File: config.mk
export PLATFORM = sky130hd
export DESIGN_NAME = aeb_div
export DESIGN_NICKNAME = d
export VERILOG_FILES = /design/src/rtl/core/aeb_pkg.sv /design/src/rtl/core/aeb_div.sv
export SDC_FILE = /design/constraint.sdc
export NUM_CORES = 1
export LEC_CHECK = 0
export ABC_AREA = 1
export BUFFER_PORTS_ARGS = -buffer_cell sky130_fd_sc_hd__buf_2
export CORE_MARGIN = 5
export CORE_UTILIZATION = 35
export CTS_CLUSTER_SIZE = 10
export DETAILED_ROUTE_END_ITERATION = 8
export PLACE_DENSITY = 0.56
export SLEW_MARGIN = 15
export SYNTH_ARGS = -nofsm -noshare
export SYNTH_HDL_FRONTEND = slang
export SYNTH_SLANG_ARGS = --single-unit
export TNS_END_PERCENT = 10
File: constraint.sdc
create_clock -name clk -period 2.25 [get_ports clk]
set_clock_uncertainty 0.05 [all_clocks]
set_input_delay 0.675 -clock clk [delete_from_list [all_inputs] [get_ports clk]]
set_output_delay 0.675 -clock clk [all_outputs]
set_load 0.005 [all_outputs]
File: src/rtl/core/aeb_pkg.sv
package aeb_pkg;

    // Curvature factor limits, Q16.
    localparam logic [16:0] COMP_ONE   = 17'd65536;
    localparam logic [16:0] COMP_MAX   = 17'd85197;
    // Rounding offset for the Q16 product of safe distance and factor.
    localparam logic [33:0] SD_ROUND   = 34'd32768;
    // Minimum gap between safe distance and hard floor, Q10.6.
    localparam logic [16:0] MIN_GAP    = 17'd64;
    // ceil(2^20 / 5), exact for dividends below 2^18.
    localparam logic [17:0] RECIP5     = 18'd209716;
    // ceil(2^20 / 3), exact for dividends below 2^19.
    localparam logic [18:0] RECIP3     = 19'd349526;
    // Unity ratio in Q16.
    localparam logic [16:0] RATIO_ONE  = 17'd65536;
    // Closing speed excess at which the speed ratio saturates.
    localparam logic [15:0] SR_SAT_D   = 16'd615;
    // Rounding offset before the final 32-bit shift of the ramp.
    localparam logic [45:0] RAMP_ROUND = 46'h0_8000_0000;
    // Divider depth: one quotient bit per stage.
    localparam int unsigned DIV_BITS   = 16;

    typedef enum logic [2:0] {
        REG_MIN_CLOSING = 3'd0,
        REG_SOFT_BUFFER = 3'd1,
        REG_FLOOR       = 3'd2,
        REG_FALLBACK    = 3'd3,
        REG_MAX_AEB     = 3'd4,
        REG_MAX_LON     = 3'd5,
        REG_MAX_DRIVE   = 3'd6
    } reg_addr_t;

    typedef struct packed {
        logic [9:0]  min_closing_speed;
        logic [11:0] soft_buffer;
        logic [11:0] full_brake_floor;
        logic [11:0] fallback_safe_dist;
        logic [11:0] max_aeb_decel;
        logic [11:0] max_lon_brake;
        logic [11:0] max_drive_accel;
    } cfg_t;

    typedef struct packed {
        logic [15:0]        lead_distance;
        logic [15:0]        host_speed;
        logic [15:0]        target_speed;
        logic [15:0]        safe_distance;
        logic               safe_distance_valid;
        logic signed [15:0] curvature;
        logic signed [11:0] longitudinal_request;
        logic               source_fresh;
    } meas_t;

    // Per-item control carried alongside the ratio divider.
    typedef struct packed {
        logic               stale;
        logic               full;
        logic               ramp_en;
        logic               in_sd;
        logic [16:0]        sr;
        logic signed [12:0] req;
    } side_t;

endpackage

File: src/rtl/core/aeb_div.sv
module aeb_div (
    input  logic           clk,
    input  logic           rst_n,
    input  logic           adv,
    input  logic           in_valid,
    input  logic [16:0]    num,
    input  logic [16:0]    den,
    input  aeb_pkg::side_t in_side,
    output logic           out_valid,
    output logic [16:0]    ratio,
    output aeb_pkg::side_t out_side
);
    import aeb_pkg::*;

    // Restoring divider, one quotient bit per stage. A numerator at or above
    // the denominator, or a zero denominator, saturates the ratio to one.
    logic        v_reg    [1:DIV_BITS];
    logic [16:0] rem_reg  [1:DIV_BITS];
    logic [16:0] den_reg  [1:DIV_BITS];
    logic [15:0] q_reg    [1:DIV_BITS];
    logic        sat_reg  [1:DIV_BITS];
    side_t       side_reg [1:DIV_BITS];

    for (genvar k = 0; k < DIV_BITS; k++)
    begin : g_stage
        logic        v_src;
        logic [16:0] rem_src;
        logic [16:0] den_src;
        logic [15:0] q_src;
        logic        sat_src;
        side_t       side_src;
        logic [17:0] shifted;
        logic        ge;

        if (k == 0)
        begin : g_first
            assign v_src    = in_valid;
            assign rem_src  = num;
            assign den_src  = den;
            assign q_src    = 16'd0;
            assign sat_src  = (den == 17'd0) || (num >= den);
            assign side_src = in_side;
        end
        else
        begin : g_next
            assign v_src    = v_reg[k];
            assign rem_src  = rem_reg[k];
            assign den_src  = den_reg[k];
            assign q_src    = q_reg[k];
            assign sat_src  = sat_reg[k];
            assign side_src = side_reg[k];
        end

        assign shifted = {rem_src, 1'b0};
        assign ge      = (shifted >= 18'(den_src));

        always_ff @(posedge clk or negedge rst_n)
        begin
            if (!rst_n)
            begin
                v_reg[k+1] <= 1'b0;
            end
            else if (adv)
            begin
                v_reg[k+1] <= v_src;
            end
        end

        always_ff @(posedge clk)
        begin
            if (adv)
            begin
                rem_reg[k+1]  <= ge ? 17'(shifted - 18'(den_src)) : shifted[16:0];
                den_reg[k+1]  <= den_src;
                q_reg[k+1]    <= {q_src[14:0], ge};
                sat_reg[k+1]  <= sat_src;
                side_reg[k+1] <= side_src;
            end
        end
    end

    assign out_valid = v_reg[DIV_BITS];
    assign ratio     = sat_reg[DIV_BITS] ? RATIO_ONE : 17'(q_reg[DIV_BITS]);
    assign out_side  = side_reg[DIV_BITS];

endmodule

==> results.cfg <==
[synth]
synth_enable_flop_cells = 1206
synth_nets = 6036
yosys_warnings = 0
yosys.area.top_type = edfxtp_1
synth-seq-cells = 1222
syn_avg_cell_area_sq_um = 10.3
yosysMostFrequentCell = nand2_1
synth.area.top_cells = edfxtp_1 (62%), nand2_1 (13%), inv_1 (6.4%), ha_1 (6.2%), nand3_1 (2.3%)
netlist_top_cells_count = nand2_1 (1985), edfxtp_1 (1206), inv_1 (997)
async_reset_ff_share_pct = 1.31
synth_ff_type = edfxtp_1
ys_types = 39
syn_area_sq_um = 58300
syn_inst = 5661
synth_top_cell_area_share_pct = 62.2
yosysSeqAreaShare_pct = 62.9

[cells_and_area]
drive_gt1_share_pct = 14.9
syn_to_final_growth_pct = 20.3
stdcell_count = 8579
largest_reg_flops = 544
fin_nets = 6701

[global_routing]
grt_start_max_net_pins = 68
grt_pass1_wl_um = 203000
antenna_found_initial = 1
grt_usage_pct = 14.6
grt_pass1_vias = 37300
gr-total-overflow = 0

[detailed_routing]
wl_per_cell_um = 14.9
route.detailed.drc = 0
viasPerCell = 4.43
vias = 38000
ant_nets = 0
drt_first_iter_violations = 2447
drt-pass1-iter-count = 6
routed_wl_um = 128000

[sta]
worst_slack_ns = -0.167
worst_slew_pin_slew_ns = 0.583
maxSlewHeadroom_pct = 60.9
max_freq_mhz = 414
fin_crit_ns = 2.42
fin_crit_sh_pct = 107
rsz0062_at_grt = true
hold_viol = 0
maxSlewViolCount = 0
setup_viol = 17

[worst_setup_path]
endpoint_kind = output port
crit_path_top_delay_cell = edfxtp_1
cp_top_family = buffers and inverters
crit_buf_inv = 3
worst_ep_arrival_time_ns = 1.69
path_cells = buf_6, buf_8, nor2_2, buf_2
cp_data_required_time_ns = 1.52
crit_path_start_kind = flop
worstPathMaxFanout = 5
slowest_delay_ns = 0.37
path_class = reg2out

[clock_network]
clkSinkCount = 1222
clk_latency_ns = 0.80
cts-root-buf = clkbuf_16
cts_tree = yes
h-tree-depth = 4
cts_buffers = 149
clock_path_buffers = 3
clk_pin_slew_ns = 0.05

[power]
leakage_nw = 32.1
p_per_area_nw_per_um2 = 1190
ir_drop_uv = 776

[placement]
hpwl_um = 97400
gp_congestion = 0.887
pre_cts_ws_ns = -0.231
dpl.cell_count = 8315
numPortBuffers = 123

[floorplan]
dieArea_sq_um = 175000
die_h_um = 418
io_pins = 124
core_sq_um = 165000
num_rows = 149
initial_utilization_pct = 35.3
die_w_um = 418

[status]
violations = setup timing
status = finished with violations

[min_path]
hp-class = in2reg

[run]
maxCapViolations = 0
==> repair_timing <==
item	in CTS	in global routing
endpoints found under the setup margin	23	242
resized for setup	24	145
setup buffers	1	13
endpoints found under the hold margin	49	0
gates cloned	1	0
pin swaps	5	10
hold buffers	34	0
==> cells by family after synthesis <==
family | after synthesis | share of synthesized area, %
compound gates | 185 | 1.63
xor+xnor | 92 | 1.38
fa+ha+maj | 303 | 6.70
simple gates | 2808 | 20.2
flops | 1222 | 62.9
buf+inv | 1049 | 7.18
mux | 2 | 0.0387
==> routing by layer <==
| metal | global-route usage [%] | share of wire (%) | up-vias |
|---|---|---|---|
| met2 | 24.5 | 48 | 598 |
| met4 | 5.08 | 2.9 | 2 |
| li1 | - | - | 19600 |
| met5 | 0 | 0.0055 | - |
| met3 | 2.45 | 3.6 | 209 |
| met1 | 19.3 | 46 | 17600 |
==> area by class of cell <==
cell class / instances / area [sq um]
antenna: 1 / 2.50
clock buffer: 169 / 3800
clock inverter: 45 / 644
fill: 15800 / 95100
inverter: 1012 / 3840
multi-input combinational: 3390 / 18100
sequential: 1222 / 36600
tap: 2189 / 2740
timing repair buffer: 551 / 4360
==> stage by stage <==
step	instance area, sq um	hold WS, ns	TNS [ns]	power, mW	utilization, %
4_1_cts	69400	0.0335	-3.95	83.8	42.0
3_5_place_dp	64500	0.355	-3.89	61.3	39.0
6_report	70100	0.130	-2.18	83.6	42.4
3_3_place_gp	64500	0.350	-4.15	61.0	39.0
2_1_floorplan	58300	0.329	0	51.3	-
5_1_grt	70100	0.0537	-4.86	90.0	42.4
==> cells in the final DEF (no fill, tap or decap), drive strengths merged, types with 16 or more instances in the layout <==
cell type    Yosys  layout
o21ai           24      24
nor2           270     270
clkbuf           5     169
buf             32     517
clkinv           1      37
xnor2           27      27
nand3b          79      79
dlygate4sd3      0      34
dfrtp           16      16
nand4           40      40
ha             288     288
nand3          274     274
xor2            65      65
nand2         2031    2031
edfxtp        1206    1206
or2             52      52
a21oi          153     153
inv           1011    1014
nor3            45      45
==> path summary, 6_finish.rpt <==
kind                       depth (start not counted)  slack (ns)                      start                            to
setup / recovery                                   4       -0.17      sat_reg[16]$_DFFE_PP_                     ratio[14]
hold / removal                                     2        0.13                     den[3]      den_reg[0][20]$_DFFE_PP_
setup reg to reg                                  10        0.05  rem_reg[0][108]$_DFFE_PP_     rem_reg[0][129]$_DFFE_PP_
hold reg to reg                                    0        0.35    q_reg[0][150]$_DFFE_PP_       q_reg[0][167]$_DFFE_PP_
max in group asynchronous                          2        1.60                      rst_n  g_stage[9].v_src$_DFFE_PN0P_
min in group asynchronous                          2        0.29                      rst_n         out_valid$_DFFE_PN0P_
==> report_power, final <==
group / switching [mW] / internal [mW] / total, mW
logic: 18.0 / 11.8 / 29.8
registers: 2.02 / 30.0 / 32.0
clock network: 9.11 / 12.7 / 21.8
total: 29.2 / 54.4 / 83.6
No activity file was read; power rests on OpenSTA's default activity.
