<file path="config.mk">
export PLATFORM = sky130hd
export DESIGN_NAME = aeb_ramp
export DESIGN_NICKNAME = d
export VERILOG_FILES = /design/src/rtl/core/aeb_pkg.sv /design/src/rtl/core/aeb_ramp.sv
export SDC_FILE = /design/constraint.sdc
export NUM_CORES = 2
export LEC_CHECK = 0
export BUFFER_PORTS_ARGS = -buffer_cell sky130_fd_sc_hd__buf_2
export CAP_MARGIN = 20
export CORE_ASPECT_RATIO = 1.75
export CORE_MARGIN = 2
export CORE_UTILIZATION = 50
export CTS_CLUSTER_DIAMETER = 150
export DETAILED_ROUTE_END_ITERATION = 10
export PLACE_DENSITY = 0.77
export SKIP_LAST_GASP = 1
export SYNTH_ARGS = -nofsm -noshare
export SYNTH_HDL_FRONTEND = slang
export SYNTH_SLANG_ARGS = --single-unit
</file>
<file path="constraint.sdc">
create_clock -name clk -period 8.7 [get_ports clk]
set_input_delay 0.87 -clock clk [delete_from_list [all_inputs] [get_ports clk]]
set_output_delay 0.87 -clock clk [all_outputs]
set_load 0.02 [all_outputs]
</file>
<file path="src/rtl/core/aeb_pkg.sv">
package aeb_pkg;

    // Curvature factor limits, Q16.
    localparam logic [16:0] COMP_ONE   = 17'd65536;
    localparam logic [16:0] COMP_MAX   = 17'd85197;
    // Rounding offset for the Q16 product of safe distance and factor.
    localparam logic [33:0] SD_ROUND   = 34'd32768;
    // Minimum gap between safe distance and hard floor, Q10.6.
    localparam logic [16:0] MIN_GAP    = 17'd64;
    // ceil(2^20 / 5), exact for dividends below 2^18.
    localparam logic [17:0] RECIP5     = 18'd209716;
    // ceil(2^20 / 3), exact for dividends below 2^19.
    localparam logic [18:0] RECIP3     = 19'd349526;
    // Unity ratio in Q16.
    localparam logic [16:0] RATIO_ONE  = 17'd65536;
    // Closing speed excess at which the speed ratio saturates.
    localparam logic [15:0] SR_SAT_D   = 16'd615;
    // Rounding offset before the final 32-bit shift of the ramp.
    localparam logic [45:0] RAMP_ROUND = 46'h0_8000_0000;
    // Divider depth: one quotient bit per stage.
    localparam int unsigned DIV_BITS   = 16;

    typedef enum logic [2:0] {
        REG_MIN_CLOSING = 3'd0,
        REG_SOFT_BUFFER = 3'd1,
        REG_FLOOR       = 3'd2,
        REG_FALLBACK    = 3'd3,
        REG_MAX_AEB     = 3'd4,
        REG_MAX_LON     = 3'd5,
        REG_MAX_DRIVE   = 3'd6
    } reg_addr_t;

    typedef struct packed {
        logic [9:0]  min_closing_speed;
        logic [11:0] soft_buffer;
        logic [11:0] full_brake_floor;
        logic [11:0] fallback_safe_dist;
        logic [11:0] max_aeb_decel;
        logic [11:0] max_lon_brake;
        logic [11:0] max_drive_accel;
    } cfg_t;

    typedef struct packed {
        logic [15:0]        lead_distance;
        logic [15:0]        host_speed;
        logic [15:0]        target_speed;
        logic [15:0]        safe_distance;
        logic               safe_distance_valid;
        logic signed [15:0] curvature;
        logic signed [11:0] longitudinal_request;
        logic               source_fresh;
    } meas_t;

    // Per-item control carried alongside the ratio divider.
    typedef struct packed {
        logic               stale;
        logic               full;
        logic               ramp_en;
        logic               in_sd;
        logic [16:0]        sr;
        logic signed [12:0] req;
    } side_t;

endpackage

</file>
<file path="src/rtl/core/aeb_ramp.sv">
module aeb_ramp (
    input  logic               clk,
    input  logic               rst_n,
    input  logic               adv,
    input  aeb_pkg::cfg_t      cfg,
    input  logic               in_valid,
    input  logic [16:0]        ratio,
    input  aeb_pkg::side_t     in_side,
    output logic               out_valid,
    output logic signed [12:0] brake_cmd,
    output logic               aeb_active,
    output logic               full_brake
);
    import aeb_pkg::*;

    // Stage 1: speed ratio times distance ratio.
    logic        v1_reg;
    logic [32:0] t1_reg;
    logic [16:0] r1_reg;
    side_t       side1_reg;
    logic [33:0] t1_prod;

    assign t1_prod = 34'(in_side.sr) * 34'(ratio);

    always_ff @(posedge clk or negedge rst_n)
    begin
        if (!rst_n)
        begin
            v1_reg <= 1'b0;
        end
        else if (adv)
        begin
            v1_reg <= in_valid;
        end
    end

    always_ff @(posedge clk)
    begin
        if (adv)
        begin
            t1_reg    <= t1_prod[32:0];
            r1_reg    <= ratio;
            side1_reg <= in_side;
        end
    end

    // Stage 2: second ratio factor, back to Q32.
    logic        v2_reg;
    logic [32:0] t2_reg;
    side_t       side2_reg;
    logic [49:0] t2_prod;

    assign t2_prod = 50'(t1_reg) * 50'(r1_reg);

    always_ff @(posedge clk or negedge rst_n)
    begin
        if (!rst_n)
        begin
            v2_reg <= 1'b0;
        end
        else if (adv)
        begin
            v2_reg <= v1_reg;
        end
    end

    always_ff @(posedge clk)
    begin
        if (adv)
        begin
            t2_reg    <= t2_prod[48:16];
            side2_reg <= side1_reg;
        end
    end

    // Stage 3: scale by the band's peak deceleration and round.
    logic        v3_reg;
    logic [12:0] aeb3_reg;
    side_t       side3_reg;
    logic [11:0] peak;
    logic [44:0] t3_prod;
    logic [45:0] t3_round;
    logic [12:0] aeb_c;

    always_comb
    begin
        peak     = side2_reg.in_sd ? cfg.max_aeb_decel : cfg.max_lon_brake;
        t3_prod  = 45'(t2_reg) * 45'(peak);
        t3_round = 46'(t3_prod) + RAMP_ROUND;
        if (side2_reg.full)
        begin
            aeb_c = 13'(cfg.max_aeb_decel);
        end
        else if (side2_reg.ramp_en)
        begin
            aeb_c = t3_round[44:32];
        end
        else
        begin
            aeb_c = 13'd0;
        end
    end

    always_ff @(posedge clk or negedge rst_n)
    begin
        if (!rst_n)
        begin
            v3_reg <= 1'b0;
        end
        else if (adv)
        begin
            v3_reg <= v2_reg;
        end
    end

    always_ff @(posedge clk)
    begin
        if (adv)
        begin
            aeb3_reg  <= aeb_c;
            side3_reg <= side2_reg;
        end
    end

    // Stage 4: merge with the request, final clamp, stale-source override, output register.
    logic signed [13:0] aeb_x;
    logic signed [13:0] req_x;
    logic signed [13:0] req_pos;
    logic signed [13:0] merged;
    logic signed [13:0] neg_drive;
    logic signed [13:0] max_aeb_x;
    logic signed [13:0] br;

    always_comb
    begin
        aeb_x     = $signed({1'b0, aeb3_reg});
        req_x     = 14'(side3_reg.req);
        req_pos   = (req_x > 14'sd0) ? req_x : 14'sd0;
        neg_drive = -$signed({2'b00, cfg.max_drive_accel});
        max_aeb_x = $signed({2'b00, cfg.max_aeb_decel});
        if (aeb3_reg != 13'd0)
        begin
            merged = (aeb_x > req_pos) ? aeb_x : req_pos;
        end
        else
        begin
            merged = req_x;
        end
        if (merged < neg_drive)
        begin
            br = neg_drive;
        end
        else if (merged > max_aeb_x)
        begin
            br = max_aeb_x;
        end
        else
        begin
            br = merged;
        end
    end

    logic               v4_reg;
    logic signed [12:0] cmd4_reg;
    logic               act4_reg;
    logic               full4_reg;

    always_ff @(posedge clk or negedge rst_n)
    begin
        if (!rst_n)
        begin
            v4_reg <= 1'b0;
        end
        else if (adv)
        begin
            v4_reg <= v3_reg;
        end
    end

    always_ff @(posedge clk)
    begin
        if (adv)
        begin
            if (side3_reg.stale)
            begin
                cmd4_reg  <= $signed({1'b0, cfg.max_aeb_decel});
                act4_reg  <= 1'b0;
                full4_reg <= 1'b1;
            end
            else
            begin
                cmd4_reg  <= 13'(br);
                act4_reg  <= (aeb3_reg != 13'd0);
                full4_reg <= side3_reg.full;
            end
        end
    end

    assign out_valid  = v4_reg;
    assign brake_cmd  = cmd4_reg;
    assign aeb_active = act4_reg;
    assign full_brake = full4_reg;

endmodule

</file>
==> results.cfg <==
[sta]
final-max-slew-violation-count = 0
hold_viol = 0
setup_viol = 0
rsz0062_at_grt = false
tns_ps = 0
layout_min_cycle_time_ps = 7790
worst_slew_pin_slew_ps = 962
fmax_mhz = 128
setup_ws_ps = 906
fin_crit_sh_pct = 89.6
relSlewSlack_pct = 35.8
whs_ps = 171
clock_skew_ps = 11.8

[clock_tree]
ctsHoldBuffers = 0
cts_resized = 0
clock-sinks = 164
cts-htree-levels = 4
clock_path_buffers = 2
root_buffer = clkbuf_16
tritoncts = done
path_clk_slew_ps = 80
cts_made_buffers = 17
clk_latency_ps = 480
cts_setup_buffers = 0

[logic_synthesis]
yosys.cell_count.top_type = inv_1
yosys-top-cells-count = 1200 x inv_1, 993 x fa_1, 890 x nand2_1
synth_edf_count = 160
synth_cells = 4818
synth_nets = 6315
yosys.area.top_type = fa_1
async_flop_share_pct = 2.44
synth_top_family_by_area = adder cells
synthSimpleGateAreaFrac_pct = 15.9
synth.distinct_cells = 75
synth_area_leaders = fa_1 45%, edfxtp_1 11%, ha_1 10%
synth_fa_ha_area_share_pct = 54.9
mappedNetlistArea_um2 = 44500
yosys_warnings = 0
synth_compound_area_share_pct = 4.25
synth_xor_area_share_pct = 1.46
ys_seq_area_share_pct = 11.0
synth-main-ff-cell = edfxtp_1
syn_avg_cell_area_um2 = 9.24
synth_mux_area_share_pct = 0.405
ys_ff_latch = 164
synth_top_area_share_pct = 44.6

[flow_run]
drv_cap = 0

[placement]
routabilityCongestion = 0.929
pre_cts_slack_ps = 788
dp_hpwl_um = 86200
portBuffers = 106

[floorplan]
coreArea_um2 = 88100
std_cell_rows = 144
io-pin-count = 153
die_y_um = 399
start_util_pct = 50.5
die_area_um2 = 91600
die_w_um = 230

[finish]
multi_input_area_um2 = 34300
final_util_pct = 52.9
synthToLayoutAreaGrowth_pct = 4.73
final_net_count = 6266
register_area_um2 = 4900
drive_gt1_share_pct = 4.43
fill_cells = 7750
antenna_cells = 0

[grt]
grt_max_degree = 90
overflow = 0
antenna_found_initial = 0
grt_first_pass_wirelength_um = 177000
grt_pass1_vias = 36300
grt.total_usage_pct = 24.4

[critical_path]
worstRegToRegCells = 23
cp.arrival_ps = 8030
cp-end-kind = flip-flop
r2r_end = t2_reg[31]
path_max_fanout = 17
reg2reg_slack_ps = 910
r2r-start = t1_reg[8]
crit_type = flip-flop to flip-flop
worstPathRequired_ps = 8930
cp-start-kind = flip-flop

[route]
drtAntennaViolNets = 0
drc = 0
wl_um = 107000
drt_iter0_drc = 1781
routedWlPerCell_um = 18.0
routed_via_density = 5.40
dr.pass1.iters = 6
routed-via-count = 32100

[min_path]
hp-class = primary input to asynchronous set/reset pin

[outcome]
status = completed
[how the worst max path moves through the flow]
stage | cells after the start | from | to
6_report | 23 | t1_reg[8] | t2_reg[31]
5_1_grt | 23 | side2_reg[30] | aeb3_reg[11]
4_1_cts | 23 | t1_reg[8] | t2_reg[31]
3_5_place_dp | 24 | cfg[31] | aeb3_reg[11]
3_3_place_gp | 24 | cfg[31] | aeb3_reg[11]
2_1_floorplan | 21 | in_side[25] | t1_reg[31]
[per-stage QoR]
| stage | instance area [um2] | std cells |
|---|---|---|
| global placement | 46000 | 5918 |
| global route | 46600 | 5950 |
| detailed placement | 46000 | 5918 |
| CTS | 46600 | 5950 |
| finish | 46600 | 5950 |
| floorplan | 44500 | 4818 |
[critical path: stages, from the launching register on]
cell and delay, ps:
edfxtp_1 770, and2_1 350, fa_1 530, inv_1 50
fa_1 470, fa_1 530, inv_1 60, fa_1 500
fa_1 490, inv_1 50, fa_1 470, inv_1 40
ha_1 280, a211o_1 290, a2111o_1 340, o2111ai_1 460
a2111oi_2 140, buf_4 190, a21oi_1 340, a31oi_1 230
a221o_1 440, a211oi_2 260, o21bai_1 110, xor2_1 140
[placed cells by master (no fill, tap or decap), drive strengths merged, types with 17 or more instances in the layout]
master,synthesis,final
inv,1200,1207
nand2,890,890
and2,402,402
or2,19,19
xor2,27,27
nor2b,19,19
xnor2,47,47
buf,4,149
a21o,28,28
nor2,61,61
nor3,23,23
nand3,17,17
o21a,21,21
ha,367,367
o21ai,49,49
nand2b,30,30
edfxtp,160,160
a21oi,68,68
clkbuf,213,17
fa,993,993
[layout make-up]
type | instances | area share, %
clock buffer | 17 | 0.912
clock inverter | 15 | 0.408
inverter | 1200 | 9.66
multi-input combinational | 3237 | 73.5
sequential | 164 | 10.5
tap | 1168 | 3.13
timing repair buffer | 149 | 1.84
[logic make-up after synthesis]
logic type	Yosys count
AND/OR/NAND/NOR	1520
buffers and inverters	1417
adder cells (fa/ha/maj)	1360
AO/OA/AOI/OAI	267
flip-flops	164
XOR/XNOR	74
multiplexers	16
[metal layers]
layer | routed length [um] | vias to the layer above | track usage (%)
met3 | 5770 | 453 | 2.69
li1 | - | 14100 | -
met2 | 58200 | 1257 | 46.9
met4 | 7210 | 0 | 14.9
met5 | 0 | - | 0
met1 | 35700 | 16300 | 25.0
Power is left out: the tool's default activity adds up to more than one toggle a clock period on the data nets, which glitch-free logic cannot reach.
