File: config.mk
export PLATFORM = sky130hd
export DESIGN_NAME = aeb_front
export DESIGN_NICKNAME = d
export VERILOG_FILES = /design/src/rtl/core/aeb_pkg.sv /design/src/rtl/core/aeb_front.sv
export SDC_FILE = /design/constraint.sdc
export NUM_CORES = 2
export LEC_CHECK = 0
export ABC_AREA = 1
export BUFFER_PORTS_ARGS = -buffer_cell sky130_fd_sc_hd__buf_2
export CORE_MARGIN = 2
export CORE_UTILIZATION = 25
export DETAILED_ROUTE_END_ITERATION = 10
export GPL_ROUTABILITY_DRIVEN = 0
export SETUP_SLACK_MARGIN = 0.1
export SYNTH_ARGS = -nofsm -noshare
export SYNTH_HDL_FRONTEND = slang
export SYNTH_SLANG_ARGS = --single-unit
File: constraint.sdc
create_clock -name clk -period 7.05 [get_ports clk]
set_input_delay 0.3525 -clock clk [delete_from_list [all_inputs] [get_ports clk]]
set_output_delay 0.3525 -clock clk [all_outputs]
set_load 0.01 [all_outputs]
File: src/rtl/core/aeb_pkg.sv
package aeb_pkg;

    // Curvature factor limits, Q16.
    localparam logic [16:0] COMP_ONE   = 17'd65536;
    localparam logic [16:0] COMP_MAX   = 17'd85197;
    // Rounding offset for the Q16 product of safe distance and factor.
    localparam logic [33:0] SD_ROUND   = 34'd32768;
    // Minimum gap between safe distance and hard floor, Q10.6.
    localparam logic [16:0] MIN_GAP    = 17'd64;
    // ceil(2^20 / 5), exact for dividends below 2^18.
    localparam logic [17:0] RECIP5     = 18'd209716;
    // ceil(2^20 / 3), exact for dividends below 2^19.
    localparam logic [18:0] RECIP3     = 19'd349526;
    // Unity ratio in Q16.
    localparam logic [16:0] RATIO_ONE  = 17'd65536;
    // Closing speed excess at which the speed ratio saturates.
    localparam logic [15:0] SR_SAT_D   = 16'd615;
    // Rounding offset before the final 32-bit shift of the ramp.
    localparam logic [45:0] RAMP_ROUND = 46'h0_8000_0000;
    // Divider depth: one quotient bit per stage.
    localparam int unsigned DIV_BITS   = 16;

    typedef enum logic [2:0] {
        REG_MIN_CLOSING = 3'd0,
        REG_SOFT_BUFFER = 3'd1,
        REG_FLOOR       = 3'd2,
        REG_FALLBACK    = 3'd3,
        REG_MAX_AEB     = 3'd4,
        REG_MAX_LON     = 3'd5,
        REG_MAX_DRIVE   = 3'd6
    } reg_addr_t;

    typedef struct packed {
        logic [9:0]  min_closing_speed;
        logic [11:0] soft_buffer;
        logic [11:0] full_brake_floor;
        logic [11:0] fallback_safe_dist;
        logic [11:0] max_aeb_decel;
        logic [11:0] max_lon_brake;
        logic [11:0] max_drive_accel;
    } cfg_t;

    typedef struct packed {
        logic [15:0]        lead_distance;
        logic [15:0]        host_speed;
        logic [15:0]        target_speed;
        logic [15:0]        safe_distance;
        logic               safe_distance_valid;
        logic signed [15:0] curvature;
        logic signed [11:0] longitudinal_request;
        logic               source_fresh;
    } meas_t;

    // Per-item control carried alongside the ratio divider.
    typedef struct packed {
        logic               stale;
        logic               full;
        logic               ramp_en;
        logic               in_sd;
        logic [16:0]        sr;
        logic signed [12:0] req;
    } side_t;

endpackage

File: src/rtl/core/aeb_front.sv
module aeb_front (
    input  logic          clk,
    input  logic          rst_n,
    input  logic          adv,
    input  aeb_pkg::cfg_t cfg,
    input  logic          in_valid,
    input  aeb_pkg::meas_t meas,
    output logic          out_valid,
    output logic [16:0]   num,
    output logic [16:0]   den,
    output aeb_pkg::side_t side
);
    import aeb_pkg::*;

    // Stage 1: curvature factor, base distance, closing speed, request clamp.
    logic signed [16:0] cext;
    logic [16:0]        acurv;
    logic [18:0]        comp_raw;
    logic [16:0]        comp_c;
    logic [15:0]        base_c;
    logic [15:0]        closing;
    logic [15:0]        dexc;
    logic signed [13:0] req_x;
    logic signed [13:0] neg_drive;
    logic signed [13:0] lon_x;
    logic signed [12:0] req_c;

    always_comb
    begin
        cext      = 17'(meas.curvature);
        acurv     = (cext < 0) ? 17'(-cext) : 17'(cext);
        comp_raw  = 19'(COMP_ONE) + 19'(acurv) * 19'd3;
        comp_c    = (comp_raw > 19'(COMP_MAX)) ? COMP_MAX : comp_raw[16:0];
        base_c    = (meas.safe_distance_valid && meas.safe_distance != 16'd0)
                    ? meas.safe_distance : 16'(cfg.fallback_safe_dist);
        closing   = (meas.host_speed > meas.target_speed)
                    ? meas.host_speed - meas.target_speed : 16'd0;
        dexc      = closing - 16'(cfg.min_closing_speed);
        req_x     = 14'(meas.longitudinal_request);
        neg_drive = -$signed({2'b00, cfg.max_drive_accel});
        lon_x     = $signed({2'b00, cfg.max_lon_brake});
        if (req_x < neg_drive)
        begin
            req_c = 13'(neg_drive);
        end
        else if (req_x > lon_x)
        begin
            req_c = 13'(lon_x);
        end
        else
        begin
            req_c = 13'(req_x);
        end
    end

    logic               v1_reg;
    logic [15:0]        dist1_reg;
    logic [15:0]        base1_reg;
    logic [16:0]        comp1_reg;
    logic               spd1_reg;
    logic               dsat1_reg;
    logic [18:0]        x1_reg;
    logic signed [12:0] req1_reg;
    logic               stale1_reg;

    always_ff @(posedge clk or negedge rst_n)
    begin
        if (!rst_n)
        begin
            v1_reg <= 1'b0;
        end
        else if (adv)
        begin
            v1_reg <= in_valid;
        end
    end

    always_ff @(posedge clk)
    begin
        if (adv)
        begin
            dist1_reg  <= meas.lead_distance;
            base1_reg  <= base_c;
            comp1_reg  <= comp_c;
            spd1_reg   <= (closing >= 16'(cfg.min_closing_speed));
            dsat1_reg  <= (dexc >= SR_SAT_D);
            x1_reg     <= 19'(dexc[9:0]) * 19'd320;
            req1_reg   <= req_c;
            stale1_reg <= !meas.source_fresh;
        end
    end

    // Stage 2: scaled safe distance and speed ratio.
    logic [33:0] sd_prod;
    logic [37:0] sr_prod;
    logic [16:0] sr_c;

    always_comb
    begin
        sd_prod = 34'(base1_reg) * 34'(comp1_reg) + SD_ROUND;
        sr_prod = 38'(x1_reg) * 38'(RECIP3);
        sr_c    = dsat1_reg ? RATIO_ONE : sr_prod[36:20];
    end

    logic               v2_reg;
    logic [15:0]        dist2_reg;
    logic [16:0]        sd2_reg;
    logic [16:0]        sr2_reg;
    logic               spd2_reg;
    logic signed [12:0] req2_reg;
    logic               stale2_reg;

    always_ff @(posedge clk or negedge rst_n)
    begin
        if (!rst_n)
        begin
            v2_reg <= 1'b0;
        end
        else if (adv)
        begin
            v2_reg <= v1_reg;
        end
    end

    always_ff @(posedge clk)
    begin
        if (adv)
        begin
            dist2_reg  <= dist1_reg;
            sd2_reg    <= sd_prod[32:16];
            sr2_reg    <= sr_c;
            spd2_reg   <= spd1_reg;
            req2_reg   <= req1_reg;
            stale2_reg <= stale1_reg;
        end
    end

    // Stage 3: soft band edge, two fifths of the safe distance, gap limit.
    logic [16:0] flr17;
    logic [17:0] two_sd;
    logic [35:0] fifth_prod;
    logic [16:0] sdm;
    logic [16:0] lowcap;

    always_comb
    begin
        flr17      = 17'(cfg.full_brake_floor);
        two_sd     = {sd2_reg, 1'b0} + 18'd2;
        fifth_prod = 36'(two_sd) * 36'(RECIP5);
        sdm        = (sd2_reg >= MIN_GAP) ? sd2_reg - MIN_GAP : 17'd0;
        lowcap     = (sdm > flr17) ? sdm : flr17;
    end

    logic               v3_reg;
    logic [15:0]        dist3_reg;
    logic [16:0]        sd3_reg;
    logic [16:0]        soft3_reg;
    logic [15:0]        q5_3_reg;
    logic [16:0]        lowcap3_reg;
    logic [16:0]        sr3_reg;
    logic               spd3_reg;
    logic signed [12:0] req3_reg;
    logic               stale3_reg;

    always_ff @(posedge clk or negedge rst_n)
    begin
        if (!rst_n)
        begin
            v3_reg <= 1'b0;
        end
        else if (adv)
        begin
            v3_reg <= v2_reg;
        end
    end

    always_ff @(posedge clk)
    begin
        if (adv)
        begin
            dist3_reg   <= dist2_reg;
            sd3_reg     <= sd2_reg;
            soft3_reg   <= sd2_reg + 17'(cfg.soft_buffer);
            q5_3_reg    <= fifth_prod[35:20];
            lowcap3_reg <= lowcap;
            sr3_reg     <= sr2_reg;
            spd3_reg    <= spd2_reg;
            req3_reg    <= req2_reg;
            stale3_reg  <= stale2_reg;
        end
    end

    // Stage 4: hard floor, band decision and ramp operands.
    logic [16:0] hi;
    logic [16:0] hf;
    logic [16:0] dist17;
    logic        full_c;
    logic        in_sd_c;
    side_t       side_c;

    always_comb
    begin
        hi      = (17'(q5_3_reg) > flr17) ? 17'(q5_3_reg) : flr17;
        hf      = (hi < lowcap3_reg) ? hi : lowcap3_reg;
        dist17  = 17'(dist3_reg);
        full_c  = (dist3_reg != 16'd0) && (dist17 <= hf);
        in_sd_c = (dist17 < sd3_reg);
        side_c.stale   = stale3_reg;
        side_c.full    = full_c;
        side_c.ramp_en = (dist3_reg != 16'd0) && !full_c && spd3_reg
                         && (dist17 < soft3_reg);
        side_c.in_sd   = in_sd_c;
        side_c.sr      = sr3_reg;
        side_c.req     = req3_reg;
    end

    logic        v4_reg;
    logic [16:0] num4_reg;
    logic [16:0] den4_reg;
    side_t       side4_reg;

    always_ff @(posedge clk or negedge rst_n)
    begin
        if (!rst_n)
        begin
            v4_reg <= 1'b0;
        end
        else if (adv)
        begin
            v4_reg <= v3_reg;
        end
    end

    always_ff @(posedge clk)
    begin
        if (adv)
        begin
            num4_reg  <= in_sd_c ? sd3_reg - dist17 : soft3_reg - dist17;
            den4_reg  <= in_sd_c ? sd3_reg - hf : soft3_reg - sd3_reg;
            side4_reg <= side_c;
        end
    end

    assign out_valid = v4_reg;
    assign num       = num4_reg;
    assign den       = den4_reg;
    assign side      = side4_reg;

endmodule

==> metrics.txt <==
status finished, final reports clean; category of the worst setup path capture point flop; required arrival time at the worst endpoint 7.49 ns; maximum number of pins on one net before global-route repair 146; post-DR vias/cell roughly 4.5; DRC violation total after the first TritonRoute iteration around 1,700; combinational family with the most area after synthesis adder cells; CTS tree built; xor and xnor area share after synthesis between 3 and 4%; top-area cell type share of the netlist area between 20 and 25%; antenna violations before repair 6; Syn Std Cell Area 39,300 µm²; global-route congestion overflow total 0; fraction of the cycle the final worst path needs 93.6%; die span in y 401 µm; number of instances in the synthesized netlist approximately 4,600; prevailing post-synth register cell sky130_fd_sc_hd__edfxtp_1; fraction of the yosys area taken by sequential cells between 20% and 30%; count of endpoints failing hold in the final timing report 0; dominant cells by area after synthesis sky130_fd_sc_hd__edfxtp_1, sky130_fd_sc_hd__fa_1, sky130_fd_sc_hd__ha_1; number of synthesis warnings 0; clock slew at reported path FFs around 0.060 ns; most frequent cell after synthesis sky130_fd_sc_hd__inv_1; Routed Antenna Nets 0; wire length of the first global-routing pass about 160 mm; worst slew margin relative to its limit about 27%; Distinct cells, synth slightly below 60; area added between synthesis and finish 13.5%; Hold/Removal Path Class in -> async; Vias between 30,000 and 40,000; post-synthesis simple-gate area fraction between 10% and 20%; via count of the first global-routing pass about 31,000; iteration count of the initial detailed-routing pass 6; pins over their slew limit 0; Global Route Usage Sum between 10 and 15%; share of post-route cells with drive strength above 1 under 10%; number of buffers on the longest clock path 3; number of enable flip-flop cells after synthesis 326; total of flip-flops plus latches after synthesis 330; startpoint-to-endpoint class of the critical path reg -> reg; setup_tns 0 ns; leading post-synthesis cells by instance count sky130_fd_sc_hd__inv_1, sky130_fd_sc_hd__nand2_1, sky130_fd_sc_hd__ha_1, sky130_fd_sc_hd__fa_1, sky130_fd_sc_hd__edfxtp_1; number of core rows about 150; Clock H-tree levels 2; adder and majority gate portion of the synthesized area between 30% and 40%; multiplexer share of the synthesized area less than 1%; fmax 0.151 GHz; Final Skew between 0.04 and 0.05 ns; cell taking the most area after synthesis sky130_fd_sc_hd__edfxtp_1; critical path peak fanout 6; clock insertion delay at the later pin of the skew report about 0.61 ns; critical path data arrival time 7.04 ns; complex-gate fraction of the synthesized area a little under 9%; post-detail-place hpwl between 80 and 90 mm; total number of clock tree sinks 330; Total Routed Length 103 mm; number of nets in the layout 5,949; Min Clock Period, post-route about 6.6 ns; Largest register FFs 34; average wire per standard cell approximately 15 µm; count of filler cells inserted in the layout about 16,000; Root Buffer Master sky130_fd_sc_hd__clkbuf_16; number of buffers created by CTS 44; max_cap viols 0; port bufs between 200 and 250; total core area roughly 160,000 µm²; share of flip-flops with an asynchronous set or reset after synthesis 1.21%; width of the die 401 µm; Final setup viols 0; DRC errors left 0; RSZ-0062 raised after global routing yes; top-level port count 249; Mapped Avg Cell Area 8.53 µm²; Antenna Cells 0; overall die area 161,000 µm²; startpoint types flop; worst slew pin tran between 1 and 1.5 ns; initial cell density of the core 25.2%
repair_timing:
action	in CTS	in global routing
buffers inserted	0	4
endpoints found under the setup margin	1	9
endpoints found under the hold margin	23	0
hold buffers	20	0
pin swaps	0	1
gates resized for setup	1	4
critical path, cell delays in order (launching register included):
cell                       delay [ns]
sky130_fd_sc_hd__edfxtp_1        0.46
sky130_fd_sc_hd__inv_1           0.20
sky130_fd_sc_hd__nor3_4          0.20
sky130_fd_sc_hd__nand3_2         0.13
sky130_fd_sc_hd__nor3_4          0.17
sky130_fd_sc_hd__nand2_2         0.09
sky130_fd_sc_hd__nor3_4          0.20
sky130_fd_sc_hd__nand3_2         0.15
sky130_fd_sc_hd__nor2_2          0.15
sky130_fd_sc_hd__xor2_2          0.23
sky130_fd_sc_hd__inv_2           0.13
sky130_fd_sc_hd__ha_1            0.38
sky130_fd_sc_hd__ha_1            0.25
sky130_fd_sc_hd__fa_1            0.53
sky130_fd_sc_hd__inv_1           0.05
sky130_fd_sc_hd__fa_1            0.50
sky130_fd_sc_hd__fa_1            0.50
sky130_fd_sc_hd__inv_1           0.05
sky130_fd_sc_hd__fa_1            0.44
sky130_fd_sc_hd__ha_1            0.41
sky130_fd_sc_hd__nand4_1         0.19
sky130_fd_sc_hd__nor3_1          0.24
sky130_fd_sc_hd__nand3_1         0.10
sky130_fd_sc_hd__o211ai_1        0.30
sky130_fd_sc_hd__buf_4           0.17
sky130_fd_sc_hd__xor2_1          0.19
final timing paths:
check,start,end,slack [ns],cells after the start
worst max-delay path,sd2_reg[1]$_DFFE_PP_,q5_3_reg[6]$_DFFE_PP_,0.45,25
worst min-delay path,rst_n,out_valid$_DFFE_PN0P_,0.08,2
worst max register to register,sd2_reg[1]$_DFFE_PP_,q5_3_reg[6]$_DFFE_PP_,0.45,25
worst min register to register,req2_reg[1]$_DFFE_PP_,req3_reg[1]$_DFFE_PP_,0.38,0
max in group asynchronous,rst_n,v2_reg$_DFFE_PN0P_,6.85,2
min in group clk,cfg[36],base1_reg[0]$_DFFE_PP_,0.11,3
logic make-up after synthesis:
family | Yosys count
XOR/XNOR | 171
flip-flops | 330
adder cells (fa/ha/maj) | 919
buffers and inverters | 1120
AO/OA/AOI/OAI | 612
multiplexers | 3
AND/OR/NAND/NOR | 1454
other | 1
metrics by stage:
step           cells  hold slack [ns]  cell area, µm²  setup slack [ns]  utilization (%)
3_3_place_gp    6838            0.159           42900             0.261             27.5
5_1_grt         6938           0.0479           44700            0.0568             28.6
2_1_floorplan   4611           0.0569           39300             0.896                -
6_report        6938           0.0826           44700             0.449             28.6
4_1_cts         6934           0.0102           44600             0.267             28.6
3_5_place_dp    6838            0.162           42900            0.0767             27.5
per-layer routing:
layer / GRT usage (%) / vias up / share of wire, %
li1: - / 15200 / -
met1: 17.0 / 14600 / 45
met2: 20.8 / 947 / 45
met3: 2.39 / 181 / 6.9
met4: 3.70 / 2 / 3.2
met5: 0 / - / 0.018
cell type report:
type	instances	area, µm²	share of cell area [%]
multi-input cells	3161	25300	56.6
clock inverters	28	310	0.695
clock buffers	48	1140	2.55
inverters	1027	3850	8.63
flip-flops and latches	330	9890	22.1
repair buffers	286	1630	3.65
well taps	2058	2570	5.77
layout by cell type, fill, tap and decap left out, types with 47 or more instances in the layout:
cell,count
sky130_fd_sc_hd__inv_1,1018
sky130_fd_sc_hd__nand2_1,920
sky130_fd_sc_hd__ha_1,563
sky130_fd_sc_hd__fa_1,356
sky130_fd_sc_hd__edfxtp_1,326
sky130_fd_sc_hd__a21oi_1,266
sky130_fd_sc_hd__nor2_1,241
sky130_fd_sc_hd__buf_2,235
sky130_fd_sc_hd__o21ai_0,173
sky130_fd_sc_hd__nand3_1,126
sky130_fd_sc_hd__xor2_1,112
sky130_fd_sc_hd__nand4_1,61
sky130_fd_sc_hd__xnor2_1,55
sky130_fd_sc_hd__nor3_1,47
Power is left out: the tool's default activity adds up to more than one toggle a clock period on the data nets, which glitch-free logic cannot reach.
